[config.mk]
export PLATFORM = sky130hd
export DESIGN_NAME = masked_byte_signature_scan_flat
export DESIGN_NICKNAME = d
export VERILOG_FILES = /design/src/rtl/msbs_pkg.sv /design/src/rtl/msbs_if.sv /design/src/rtl/msbs_matcher.sv /design/src/rtl/masked_byte_signature_scan.sv /design/src/flat_wrapper.sv
export SDC_FILE = /design/constraint.sdc
export NUM_CORES = 1
export LEC_CHECK = 0
export BUFFER_PORTS_ARGS = -buffer_cell sky130_fd_sc_hd__buf_2
export CORE_UTILIZATION = 63
export DETAILED_ROUTE_END_ITERATION = 12
export PLACE_DENSITY = 0.83
export SLEW_MARGIN = 10
export SYNTH_ARGS = -nofsm -noshare
export SYNTH_HDL_FRONTEND = slang
export SYNTH_HIERARCHICAL = 1
export SYNTH_SLANG_ARGS = --single-unit
[constraint.sdc]
create_clock -name clk -period 10.65 [get_ports clk]
set_clock_uncertainty 0.15 [all_clocks]
set_input_delay 1.065 -clock clk [delete_from_list [all_inputs] [get_ports clk]]
set_output_delay 1.065 -clock clk [all_outputs]
set_load 0.005 [all_outputs]
[src/rtl/msbs_pkg.sv]
package msbs_pkg;

    // pattern store size and field widths
    localparam int MAX_PATTERN = 64;
    localparam int IDX_W       = $clog2(MAX_PATTERN);
    localparam int LEN_W       = 7;
    localparam int SEEN_W      = 33;
    localparam int ADDR_W      = 32;
    localparam int BYTE_W      = 8;
    localparam int CFG_IDX_W   = 2;
    localparam int CFG_DATA_W  = 32;

    // input item kind
    typedef enum logic
    {
        MODE_PATTERN = 1'b0,
        MODE_BYTE    = 1'b1
    } mode_t;

    // configuration register indexes
    typedef enum logic [CFG_IDX_W-1:0]
    {
        CFG_BASE_ADDRESS   = 2'd0,
        CFG_SCAN_LENGTH    = 2'd1,
        CFG_PATTERN_LENGTH = 2'd2
    } cfg_index_t;

    // control from the top level to the matcher
    typedef struct packed
    {
        logic             write;
        logic             step;
        logic [IDX_W-1:0] entry_index;
        logic             care;
    } msbs_ctl_t;

endpackage

[src/rtl/msbs_if.sv]
interface msbs_in_if;
    import msbs_pkg::*;
    logic              valid;
    logic              ready;
    logic              mode;
    logic [IDX_W-1:0]  entry_index;
    logic [BYTE_W-1:0] byte_value;
    logic              care;
    modport source (output valid, mode, entry_index, byte_value, care, input ready);
    modport sink (input valid, mode, entry_index, byte_value, care, output ready);
endinterface

interface msbs_out_if;
    import msbs_pkg::*;
    logic              valid;
    logic              ready;
    logic              found;
    logic [ADDR_W-1:0] match_address;
    modport source (output valid, found, match_address, input ready);
    modport sink (input valid, found, match_address, output ready);
endinterface

interface msbs_cfg_if;
    import msbs_pkg::*;
    logic                  valid;
    logic                  ready;
    logic [CFG_IDX_W-1:0]  index;
    logic [CFG_DATA_W-1:0] data;
    modport source (output valid, index, data, input ready);
    modport sink (input valid, index, data, output ready);
endinterface

[src/rtl/msbs_matcher.sv]
module msbs_matcher
(
    input  logic                          clk,
    input  logic                          rst_n,
    input  msbs_pkg::msbs_ctl_t           ctl,
    input  logic [msbs_pkg::BYTE_W-1:0]   byte_value,
    input  logic [msbs_pkg::IDX_W-1:0]    len_m1,
    output logic                          hit
);
    import msbs_pkg::*;

    logic [BYTE_W-1:0]      pat_mem [MAX_PATTERN];
    logic [MAX_PATTERN-1:0] care_reg;
    logic [MAX_PATTERN-1:0] prefix_reg;
    logic [MAX_PATTERN-1:0] prefix_next;
    logic [MAX_PATTERN-1:0] pos_ok;

    // pattern bytes, written one entry per pattern request
    always_ff @(posedge clk)
    begin
        if (ctl.write)
        begin
            pat_mem[ctl.entry_index] <= byte_value;
        end
    end

    // care bits
    always_ff @(posedge clk or negedge rst_n)
    begin
        if (!rst_n)
        begin
            care_reg <= '0;
        end
        else if (ctl.write)
        begin
            care_reg[ctl.entry_index] <= ctl.care;
        end
    end

    // per-position compare of the incoming byte
    always_comb
    begin
        for (int j = 0; j < MAX_PATTERN; j++)
        begin
            pos_ok[j] = !care_reg[j] || (pat_mem[j] == byte_value);
        end
    end

    // prefix j set when pattern entries 0..j match the bytes ending here
    always_comb
    begin
        prefix_next = {prefix_reg[MAX_PATTERN-2:0], 1'b1} & pos_ok;
    end

    always_ff @(posedge clk or negedge rst_n)
    begin
        if (!rst_n)
        begin
            prefix_reg <= '0;
        end
        else if (ctl.write)
        begin
            prefix_reg <= '0;
        end
        else if (ctl.step)
        begin
            prefix_reg <= prefix_next;
        end
    end

    // full pattern match at the active length
    assign hit = prefix_next[len_m1];

endmodule

[src/rtl/masked_byte_signature_scan.sv]
// Masked byte pattern search. Pattern requests (mode 0) load one entry with
// its value and care bit and restart the scan; byte requests (mode 1) stream
// memory bytes starting at base_address. One result is given per scan: the
// first start offset below scan_length where every cared-for pattern byte
// matches (found set, address base_address plus offset), or found clear with
// an all-ones address once scan_length offsets were tried. Further bytes are
// dropped until the next pattern request. A request is held in the input
// register until the result register can take a result; a result that it
// causes is then loaded into the result register, where it is held until
// it is taken. A request is taken in every cycle while results are drained,
// and the matcher keeps a prefix-match bit per pattern position, so the
// compare depth does not depend on length.
// The user must write configuration only while no request is in flight;
// the block does not enforce it.
module masked_byte_signature_scan
(
    input  logic       clk,
    input  logic       rst_n,
    msbs_cfg_if.sink   cfg,
    msbs_in_if.sink    item,
    msbs_out_if.source result
);
    import msbs_pkg::*;

    logic [ADDR_W-1:0]    base_reg;
    logic [ADDR_W-1:0]    scan_reg;
    logic [LEN_W-1:0]     plen_reg;

    logic                 s1_valid_reg;
    logic                 s1_mode_reg;
    logic [IDX_W-1:0]     s1_idx_reg;
    logic [BYTE_W-1:0]    s1_byte_reg;
    logic                 s1_care_reg;

    logic [SEEN_W-1:0]    seen_reg;
    logic [SEEN_W-1:0]    seen_next;
    logic                 finished_reg;

    logic                 out_valid_reg;
    logic                 found_reg;
    logic [ADDR_W-1:0]    addr_reg;

    logic                 advance;
    logic                 step;
    logic                 is_pattern;
    logic                 hit;
    logic                 enough;
    logic [SEEN_W-1:0]    offset;
    logic                 in_range;
    logic                 match_now;
    logic                 end_now;
    logic                 out_load;
    logic [IDX_W-1:0]     len_m1;
    logic [LEN_W-1:0]     eff_len;
    msbs_ctl_t            ctl;

    // configuration registers
    assign cfg.ready = 1'b1;

    always_ff @(posedge clk or negedge rst_n)
    begin
        if (!rst_n)
        begin
            base_reg <= '0;
            scan_reg <= '0;
            plen_reg <= LEN_W'(1);
        end
        else if (cfg.valid)
        begin
            unique case (cfg.index)
                CFG_BASE_ADDRESS:   base_reg <= cfg.data;
                CFG_SCAN_LENGTH:    scan_reg <= cfg.data;
                CFG_PATTERN_LENGTH: plen_reg <= cfg.data[LEN_W-1:0];
                default:            ;
            endcase
        end
    end

    // effective pattern length, clamped to 1..MAX_PATTERN
    always_comb
    begin
        priority if (plen_reg == '0)
        begin
            eff_len = LEN_W'(1);
        end
        else if (plen_reg > LEN_W'(MAX_PATTERN))
        begin
            eff_len = LEN_W'(MAX_PATTERN);
        end
        else
        begin
            eff_len = plen_reg;
        end
    end

    assign len_m1 = IDX_W'(eff_len - LEN_W'(1));

    // input register moves on when the result register can take a result
    assign advance    = s1_valid_reg && (!out_valid_reg || result.ready);
    assign item.ready = !s1_valid_reg || advance;
    assign is_pattern = (s1_mode_reg == MODE_PATTERN);
    assign step       = advance && !is_pattern && !finished_reg;

    always_ff @(posedge clk or negedge rst_n)
    begin
        if (!rst_n)
        begin
            s1_valid_reg <= 1'b0;
        end
        else if (item.ready)
        begin
            s1_valid_reg <= item.valid;
        end
    end

    always_ff @(posedge clk)
    begin
        if (item.valid && item.ready)
        begin
            s1_mode_reg <= item.mode;
            s1_idx_reg  <= item.entry_index;
            s1_byte_reg <= item.byte_value;
            s1_care_reg <= item.care;
        end
    end

    // matcher control
    always_comb
    begin
        ctl.write       = advance && is_pattern;
        ctl.step        = step;
        ctl.entry_index = s1_idx_reg;
        ctl.care        = s1_care_reg;
    end

    msbs_matcher u_matcher
    (
        .clk        (clk),
        .rst_n      (rst_n),
        .ctl        (ctl),
        .byte_value (s1_byte_reg),
        .len_m1     (len_m1),
        .hit        (hit)
    );

    // byte count with saturation, candidate offset and end test
    assign seen_next = (&seen_reg) ? seen_reg : seen_reg + SEEN_W'(1);
    assign enough    = seen_next >= SEEN_W'(eff_len);
    assign offset    = seen_next - SEEN_W'(eff_len);
    assign in_range  = offset < SEEN_W'(scan_reg);
    assign match_now = enough && in_range && hit;
    assign end_now   = (scan_reg == '0)
                       || (enough && (offset + SEEN_W'(1) >= SEEN_W'(scan_reg)));
    assign out_load  = step && (match_now || end_now);

    always_ff @(posedge clk or negedge rst_n)
    begin
        if (!rst_n)
        begin
            seen_reg     <= '0;
            finished_reg <= 1'b0;
        end
        else if (ctl.write)
        begin
            seen_reg     <= '0;
            finished_reg <= 1'b0;
        end
        else if (step)
        begin
            seen_reg     <= seen_next;
            finished_reg <= match_now || end_now;
        end
    end

    // result register
    always_ff @(posedge clk or negedge rst_n)
    begin
        if (!rst_n)
        begin
            out_valid_reg <= 1'b0;
        end
        else if (out_load)
        begin
            out_valid_reg <= 1'b1;
        end
        else if (result.ready)
        begin
            out_valid_reg <= 1'b0;
        end
    end

    always_ff @(posedge clk)
    begin
        if (out_load)
        begin
            found_reg <= match_now;
            addr_reg  <= match_now ? base_reg + offset[ADDR_W-1:0] : '1;
        end
    end

    assign result.valid         = out_valid_reg;
    assign result.found         = found_reg;
    assign result.match_address = addr_reg;

`ifndef ASSERT_OFF
    // a finished scan gives no further result
    a_no_result_after_end: assert property (@(posedge clk) disable iff (!rst_n)
        out_load |-> !finished_reg)
        else $error("result produced after scan end");

    // a result always ends the scan
    a_result_ends_scan: assert property (@(posedge clk) disable iff (!rst_n)
        out_load |=> finished_reg)
        else $error("scan not ended after result");

    // a pattern request restarts the scan
    a_pattern_restarts: assert property (@(posedge clk) disable iff (!rst_n)
        ctl.write |=> (seen_reg == '0) && !finished_reg)
        else $error("pattern request did not restart scan");

    // not-found results carry an all-ones address
    a_not_found_addr: assert property (@(posedge clk) disable iff (!rst_n)
        (out_valid_reg && !found_reg) |-> (&addr_reg))
        else $error("not-found result without all-ones address");

    // a result is only loaded when the register is free or draining
    a_no_overwrite: assert property (@(posedge clk) disable iff (!rst_n)
        out_load |-> (!out_valid_reg || result.ready))
        else $error("result register overwritten");
`endif

endmodule
[src/flat_wrapper.sv]
// flat-port wrapper written by rule: the top's interface ports become plain ports
module masked_byte_signature_scan_flat import msbs_pkg::*;
  (clk, rst_n, cfg_valid, cfg_index, cfg_data, cfg_ready, item_valid, item_mode, item_entry_index, item_byte_value, item_care, item_ready, result_valid, result_found, result_match_address, result_ready);
  msbs_cfg_if cfg_i ();
  msbs_in_if item_i ();
  msbs_out_if result_i ();
  input  logic clk;
  input  logic rst_n;
  input wire logic [$bits(cfg_i.valid)-1:0] cfg_valid;
  input wire logic [$bits(cfg_i.index)-1:0] cfg_index;
  input wire logic [$bits(cfg_i.data)-1:0] cfg_data;
  output wire logic [$bits(cfg_i.ready)-1:0] cfg_ready;
  input wire logic [$bits(item_i.valid)-1:0] item_valid;
  input wire logic [$bits(item_i.mode)-1:0] item_mode;
  input wire logic [$bits(item_i.entry_index)-1:0] item_entry_index;
  input wire logic [$bits(item_i.byte_value)-1:0] item_byte_value;
  input wire logic [$bits(item_i.care)-1:0] item_care;
  output wire logic [$bits(item_i.ready)-1:0] item_ready;
  output wire logic [$bits(result_i.valid)-1:0] result_valid;
  output wire logic [$bits(result_i.found)-1:0] result_found;
  output wire logic [$bits(result_i.match_address)-1:0] result_match_address;
  input wire logic [$bits(result_i.ready)-1:0] result_ready;
  assign cfg_i.valid = cfg_valid;
  assign cfg_i.index = cfg_index;
  assign cfg_i.data = cfg_data;
  assign cfg_ready = cfg_i.ready;
  assign item_i.valid = item_valid;
  assign item_i.mode = item_mode;
  assign item_i.entry_index = item_entry_index;
  assign item_i.byte_value = item_byte_value;
  assign item_i.care = item_care;
  assign item_ready = item_i.ready;
  assign result_valid = result_i.valid;
  assign result_found = result_i.found;
  assign result_match_address = result_i.match_address;
  assign result_i.ready = result_ready;
  masked_byte_signature_scan u_core (.clk(clk), .rst_n(rst_n), .cfg(cfg_i), .item(item_i), .result(result_i));
endmodule
# --- After elaboration in Yosys (flattened, before gate mapping) ---
# Memories as Yosys holds them, arrays and structs flattened.
# Cells that the tools add are included.
totals:
  register_bits: 283
  ramBits: 512
  input_bits: 55
  output_inout_bits: 36
  word_cells: 268
  n_memories: 1
mem_list:
  columns: ["memory", "depth", "width", "read_ports", "rd_clocked_by_memory_dff", "wr", "line", "source"]
  rows:
  - ["u_core.u_matcher.pat_mem", 64, 8, 64, 0, 1, "msbs_matcher.sv:12", "logic [BYTE_W-1:0] pat_mem [MAX_PATTERN];"]
classes:
  addsub: 5
  n_lt_le_gt_ge: 7
  n_eq_ne: 66
  muxes: 18
  bitwise_logic: 2
  n_reduce_logical: 154
ops:
  columns: ["cell", "count"]
  rows:
  - ["$eq A8 B8 Y1", 64]
  - ["$mux W63", 2]
  - ["$mux W33", 3]
  - ["$logic_or A1 B1 Y1", 68]
  - ["$logic_not A1 Y1", 67]
  - ["$add A33 B1 Y33 const B", 2]
  - ["$and A64 B64 Y64", 1]
  - ["$bwmux W64", 1]
  - ["$ge A33 B32 Y1", 1]
  - ["$ge A33 B7 Y1", 1]
  - ["$lt A33 B32 Y1", 1]
  - ["$reduce_and A33 Y1", 1]
  - ["$sub A33 B7 Y33", 1]
  - ["$add A32 B32 Y32", 1]
  - ["$logic_not A32 Y1", 1]
  - ["$lt A6 B7 Y1 const B", 2]
  - ["$mux W7", 2]
  - ["$logic_and A1 B1 Y1", 10]
  - ["$mux W1", 8]
  - ["$gt A7 B7 Y1 const B", 1]
  - ["$logic_not A7 Y1", 1]
  - ["$bmux W1 S6", 1]
  - ["$demux W1 S6", 1]
  - ["$ge A6 B1 Y1 const B", 1]
  - ["other kinds (7)", 10]

# --- Longest topological paths before layout ---
logic_depth:
  ltp_word: 11
  ltp_mapped: 33
  mapped_depth_nobuf: 30

# --- Cells and area by module ---
# The synthesis kept the hierarchy.
by_module_without_submodules:
  columns: ["module", "n_inst", "cells_per_inst", "area_each_um2"]
  rows:
  - ["msbs_matcher", 1, 1924, 27779.1]
  - ["masked_byte_signature_scan", 1, 1309, 12295.5]

# --- Worst setup path after synthesis ---
# OpenSTA, ideal clock, no wires.
synth_timing:
  path_kind: "register to register"
  startpoint: "reg u_core.seen_reg[0]"
  endpoint: "reg u_core.found_reg, in the netlist u_core/result.found, enable pin"
  arrival_time_ns: 8.287
  setup_slack_ns: 1.749
  stages_incl_launch_ff: 30
  synth_period_minus_slack_ns: 8.901
  path_cell_list: "dfrtp_1 -> ha_1 -> nand3_1 -> nor3_4 -> buf_6 -> nand3_2 -> buf_2 -> xnor2_1 -> ha_1 -> inv_1 -> fa_1 -> a21oi_1 -> o21ai_0 -> a31oi_1 -> o31ai_2 -> a31oi_4 -> nand3_4 -> or4_1 -> xor2_1 -> o211ai_1 -> or4b_4 -> nor2_1 -> xor2_1 -> ha_1 -> nand2_1 -> nor4_1 -> a311o_1 -> a311oi_1 -> and4bb_2 -> nor3_1"
synth_via:
  elab_chain_cells: 9
synth_rtl:
  columns: ["element", "line", "source"]
  rows:
  - ["start: declaration", "masked_byte_signature_scan.sv:35", "logic [SEEN_W-1:0] seen_reg;"]
  - ["start signal: assignment", "masked_byte_signature_scan.sv:170", "seen_reg <= seen_next;"]
  - ["$add A33 B1 Y33 or $reduce_and A33 Y1 (tied branches)", "masked_byte_signature_scan.sv:147", "assign seen_next = (&seen_reg) ? seen_reg : seen_reg + SEEN_W'(1);"]
  - ["$mux W33 *", "masked_byte_signature_scan.sv:147", null]
  - ["$sub A33 B7 Y33", "masked_byte_signature_scan.sv:149", "assign offset = seen_next - SEEN_W'(eff_len);"]
  - ["$add A33 B1 Y33", "masked_byte_signature_scan.sv:153", "|| (enough && (offset + SEEN_W'(1) >= SEEN_W'(scan_reg)));"]
  - ["$ge A33 B32 Y1", "masked_byte_signature_scan.sv:153", null]
  - ["$logic_and A1 B1 Y1", "masked_byte_signature_scan.sv:153", null]
  - ["$logic_or A1 B1 Y1", "masked_byte_signature_scan.sv:153", null]
  - ["$logic_or A1 B1 Y1 *", "masked_byte_signature_scan.sv:154", "assign out_load = step && (match_now || end_now);"]
  - ["$logic_and A1 B1 Y1 *", "masked_byte_signature_scan.sv:154", null]
  - ["named net u_core.out_load", "masked_byte_signature_scan.sv:52", "logic out_load;"]
  - ["end signal: assignment", "masked_byte_signature_scan.sv:196", "found_reg <= match_now;"]
  - ["end: declaration", "masked_byte_signature_scan.sv:40", "logic found_reg;"]
# Mark *: on every way through the listed nets, which the timed path passes. The rest lies on a longest branch.
# A chain may end at the register's enable or synchronous reset.

# --- Worst setup path in the final report ---
layout_timing:
  startpoint: "reg u_core.seen_reg[23]"
  endpoint: "reg u_core.addr_reg[21], in the netlist u_core/result.match_address[21], enable pin"
layout_via:
  elab_chain_cells: 9
layout_rtl:
  columns: ["element", "line", "source"]
  rows:
  - ["$add A33 B1 Y33 or $reduce_and A33 Y1 (tied branches)", "masked_byte_signature_scan.sv:147", null]
  - ["$mux W33 *", "masked_byte_signature_scan.sv:147", null]
  - ["$sub A33 B7 Y33", "masked_byte_signature_scan.sv:149", null]
  - ["$add A33 B1 Y33", "masked_byte_signature_scan.sv:153", null]
  - ["$ge A33 B32 Y1", "masked_byte_signature_scan.sv:153", null]
  - ["$logic_and A1 B1 Y1", "masked_byte_signature_scan.sv:153", null]
  - ["$logic_or A1 B1 Y1", "masked_byte_signature_scan.sv:153", null]
  - ["$logic_or A1 B1 Y1 *", "masked_byte_signature_scan.sv:154", null]
  - ["$logic_and A1 B1 Y1 *", "masked_byte_signature_scan.sv:154", null]
  - ["named net u_core.out_load", "masked_byte_signature_scan.sv:52", null]
  - ["end signal: assignment", "masked_byte_signature_scan.sv:197", "addr_reg <= match_now ? base_reg + offset[ADDR_W-1:0] : '1;"]
  - ["end: declaration", "masked_byte_signature_scan.sv:41", "logic [ADDR_W-1:0] addr_reg;"]
# Marked as above.

==> impl_metrics.json <==
{
  "status": "complete, no violations",
  "largest_register_ffs": 512,
  "grt_max_degree": 118,
  "fp-row-count": 92,
  "port_buffers": 89,
  "final_nets": 3444,
  "die_width_um": 254,
  "die_h_um": 254,
  "drc": 0,
  "relSlewSlack": 0.177,
  "path_class": "register to register",
  "start_util": 0.636,
  "cts_root_buf": "clkbuf_16",
  "holdBufCountCts": 0,
  "clock_latency_ns": 0.63,
  "period_needed_ns": 8.69,
  "crit_path_top_delay_cell": "and4_1",
  "placedCellCount": 4047,
  "peakVddDrop_v": 0.000151,
  "hp-class": "register to register",
  "clkTransAtPathRegs_ns": 0.06,
  "layout_commonest_cell": "edfxtp_1",
  "wl_per_cell_um": 23.7,
  "crit_arrival_ns": 8.87,
  "drive_above_1_share": 0.133,
  "setup-violations-final": 0,
  "tightest_slew_ns": 1.23,
  "start_kind": "register",
  "power_mw": 9.31,
  "grt_first_pass_wirelength_mm": 154,
  "tns_ns": 0,
  "antenna_found_initial": 1,
  "yosysUniqueCellTypes": 97,
  "numClockSinks": 795,
  "cts_setup_buffers": 0,
  "syn_area_per_cell_um2": 12.4,
  "cts-htree-levels": 3,
  "cts_resized": 0,
  "required_ns": 10.83,
  "grt_pass1_vias": 26763,
  "synthToLayoutAreaGrowth_pct": 9.10,
  "synth_seq_area_share": 0.567,
  "vias_per_cell": 6.39,
  "fin_cells": 4203,
  "cp_common_cell": "xnor2_1",
  "dp_slack_ns": 2.15,
  "syn-num-nets": 3393,
  "crit_path_end_kind": "register",
  "crit_path_max_incr_delay_ns": 0.71,
  "async_flop_share": 0.294,
  "post-dp-hpwl_mm": 62.5,
  "clockBufferDepth": 3,
  "p_per_area_mw_per_mm2": 213,
  "p_leak_nw": 15.2,
  "ys_seq_elements": 795,
  "vias": 26857,
  "grt_setup_unrepaired": "no",
  "fillers": 4235,
  "die_area_mm2": 0.0646,
  "cts_tree": "built",
  "ios": 91,
  "final_cell_mix": "561 x edfxtp_1, 557 x xnor2_1, 233 x dfrtp_1, 163 x nor2_1, 153 x nand4_1",
  "wirelength_mm": 99.7,
  "synth_ff_type": "edfxtp_1",
  "cts_buffers": 81,
  "fin_crit_sh": 0.816,
  "max_clock_freq_mhz": 115,
  "gp_congestion": 0.961,
  "finalWorstSetupSlack_ns": 1.96,
  "crit_fanout": 33,
  "first_pass_iters": 6,
  "finalHoldViolations": 0,
  "yosysWarnings": 6,
  "grt_usage": 0.313,
  "synth_edf_count": 561,
  "synth_cells": 3233,
  "grt_overflow": 0,
  "r2r_setup_slack_ns": 1.96,
  "syn_area_mm2": 0.0401,
  "ant_nets": 0,
  "drt_iter0_markers": 3218,
  "cap_viol_max_count": 0,
  "coreArea_mm2": 0.0630,
  "slew_viol_final": 0
}
==> power breakdown <==
part	total (mW)	leakage, nW	internal [mW]	switching, mW
clock	2.91	1.34	1.73	1.19
sequential	3.57	8.05	3.45	0.113
combinational	2.84	5.80	1.09	1.75
==> area by class of cell <==
class / count / area, µm² / share of cell area
Antenna cell: 6 / 15.0 / 0.000343
Clock inverter: 39 / 497 / 0.0114
Inverter: 65 / 246 / 0.00564
Timing Repair Buffer: 122 / 791 / 0.0181
Clock buffer: 111 / 2240 / 0.0513
Tap cell: 846 / 1060 / 0.0242
Sequential cell: 795 / 22700 / 0.519
Multi-Input combinational cell: 2219 / 16200 / 0.370
==> per-layer routing <==
metal / global-route usage / part of all wire
met5: 0 / 0
met4: 0.128 / 0.034
met1: 0.446 / 0.41
met2: 0.479 / 0.46
met3: 0.0549 / 0.093
==> Yosys cell counts (12+ instances only) <==
cell / instances / area share
buf_4: 39 / 0.0073
ha_1: 103 / 0.032
nand2_1: 150 / 0.014
edfxtp_1: 561 / 0.42
nand4_1: 153 / 0.024
nor4_1: 32 / 0.0050
mux2_2: 136 / 0.038
nand2b_1: 68 / 0.011
nand3_1: 133 / 0.017
buf_6: 33 / 0.0093
buf_2: 12 / 0.0015
o21ai_0: 140 / 0.017
and2_1: 25 / 0.0039
dfrtp_1: 233 / 0.15
xor2_1: 48 / 0.010
inv_1: 65 / 0.0061
nor3_1: 47 / 0.0059
xnor2_1: 558 / 0.12
a21oi_1: 126 / 0.016
a21o_1: 29 / 0.0054
o31ai_1: 17 / 0.0032
o21a_1: 12 / 0.0022
clkbuf_1: 61 / 0.0057
or3_1: 21 / 0.0033
and3_1: 29 / 0.0045
nor2_1: 165 / 0.015
mux2i_1: 15 / 0.0037
nor2b_1: 17 / 0.0027
==> cell families (layout without fill, tap and decap cells) <==
group,after synthesis,after routing,synth area share
buffers and inverters,219,337,0.0308
flip-flops,795,795,0.567
XOR/XNOR,609,609,0.134
AO/OA/AOI/OAI,446,446,0.0718
multiplexers,153,153,0.0429
AND/OR/NAND/NOR,904,904,0.121
other,1,7,0.0000936
adder cells (fa/ha/maj),106,106,0.0334
==> final timing paths <==
path                                                           startpoint                                       endpoint  cells after the start
worst max-delay path                      u_core/seen_reg[23]$_DFFE_PN0P_  u_core/result.match_address[21]$_SDFFCE_PN1P_                     30
worst min-delay path            u_core/u_matcher/care_reg[10]$_DFFE_PN0P_      u_core/u_matcher/care_reg[10]$_DFFE_PN0P_                      1
worst max register to register            u_core/seen_reg[23]$_DFFE_PN0P_  u_core/result.match_address[21]$_SDFFCE_PN1P_                     30
worst min register to register  u_core/u_matcher/care_reg[10]$_DFFE_PN0P_      u_core/u_matcher/care_reg[10]$_DFFE_PN0P_                      1
max in group asynchronous                                           rst_n                u_core/seen_reg[31]$_DFFE_PN0P_                      3
min in group asynchronous                                           rst_n                u_core/base_reg[10]$_DFFE_PN0P_                      1
==> through the flow <==
step	hold WS, ns	instance area (µm²)	util
floorplan	0.313	40100	-
global placement	0.333	41000	0.651
detailed placement	0.342	41000	0.651
CTS	0.355	43700	0.694
global route	0.366	43700	0.694
finish	0.354	43700	0.694
==> critical path, delay by kind of cell, from the launching register on <==
family,cells,cell delay [ns]
AO/OA/AOI/OAI,9,2.10
XOR/XNOR,3,0.88
adder cells (fa/ha/maj),3,0.87
buffers and inverters,2,0.36
flip-flops,1,0.62
AND/OR/NAND/NOR,13,3.37
Power figures use the tool's default switching activity.
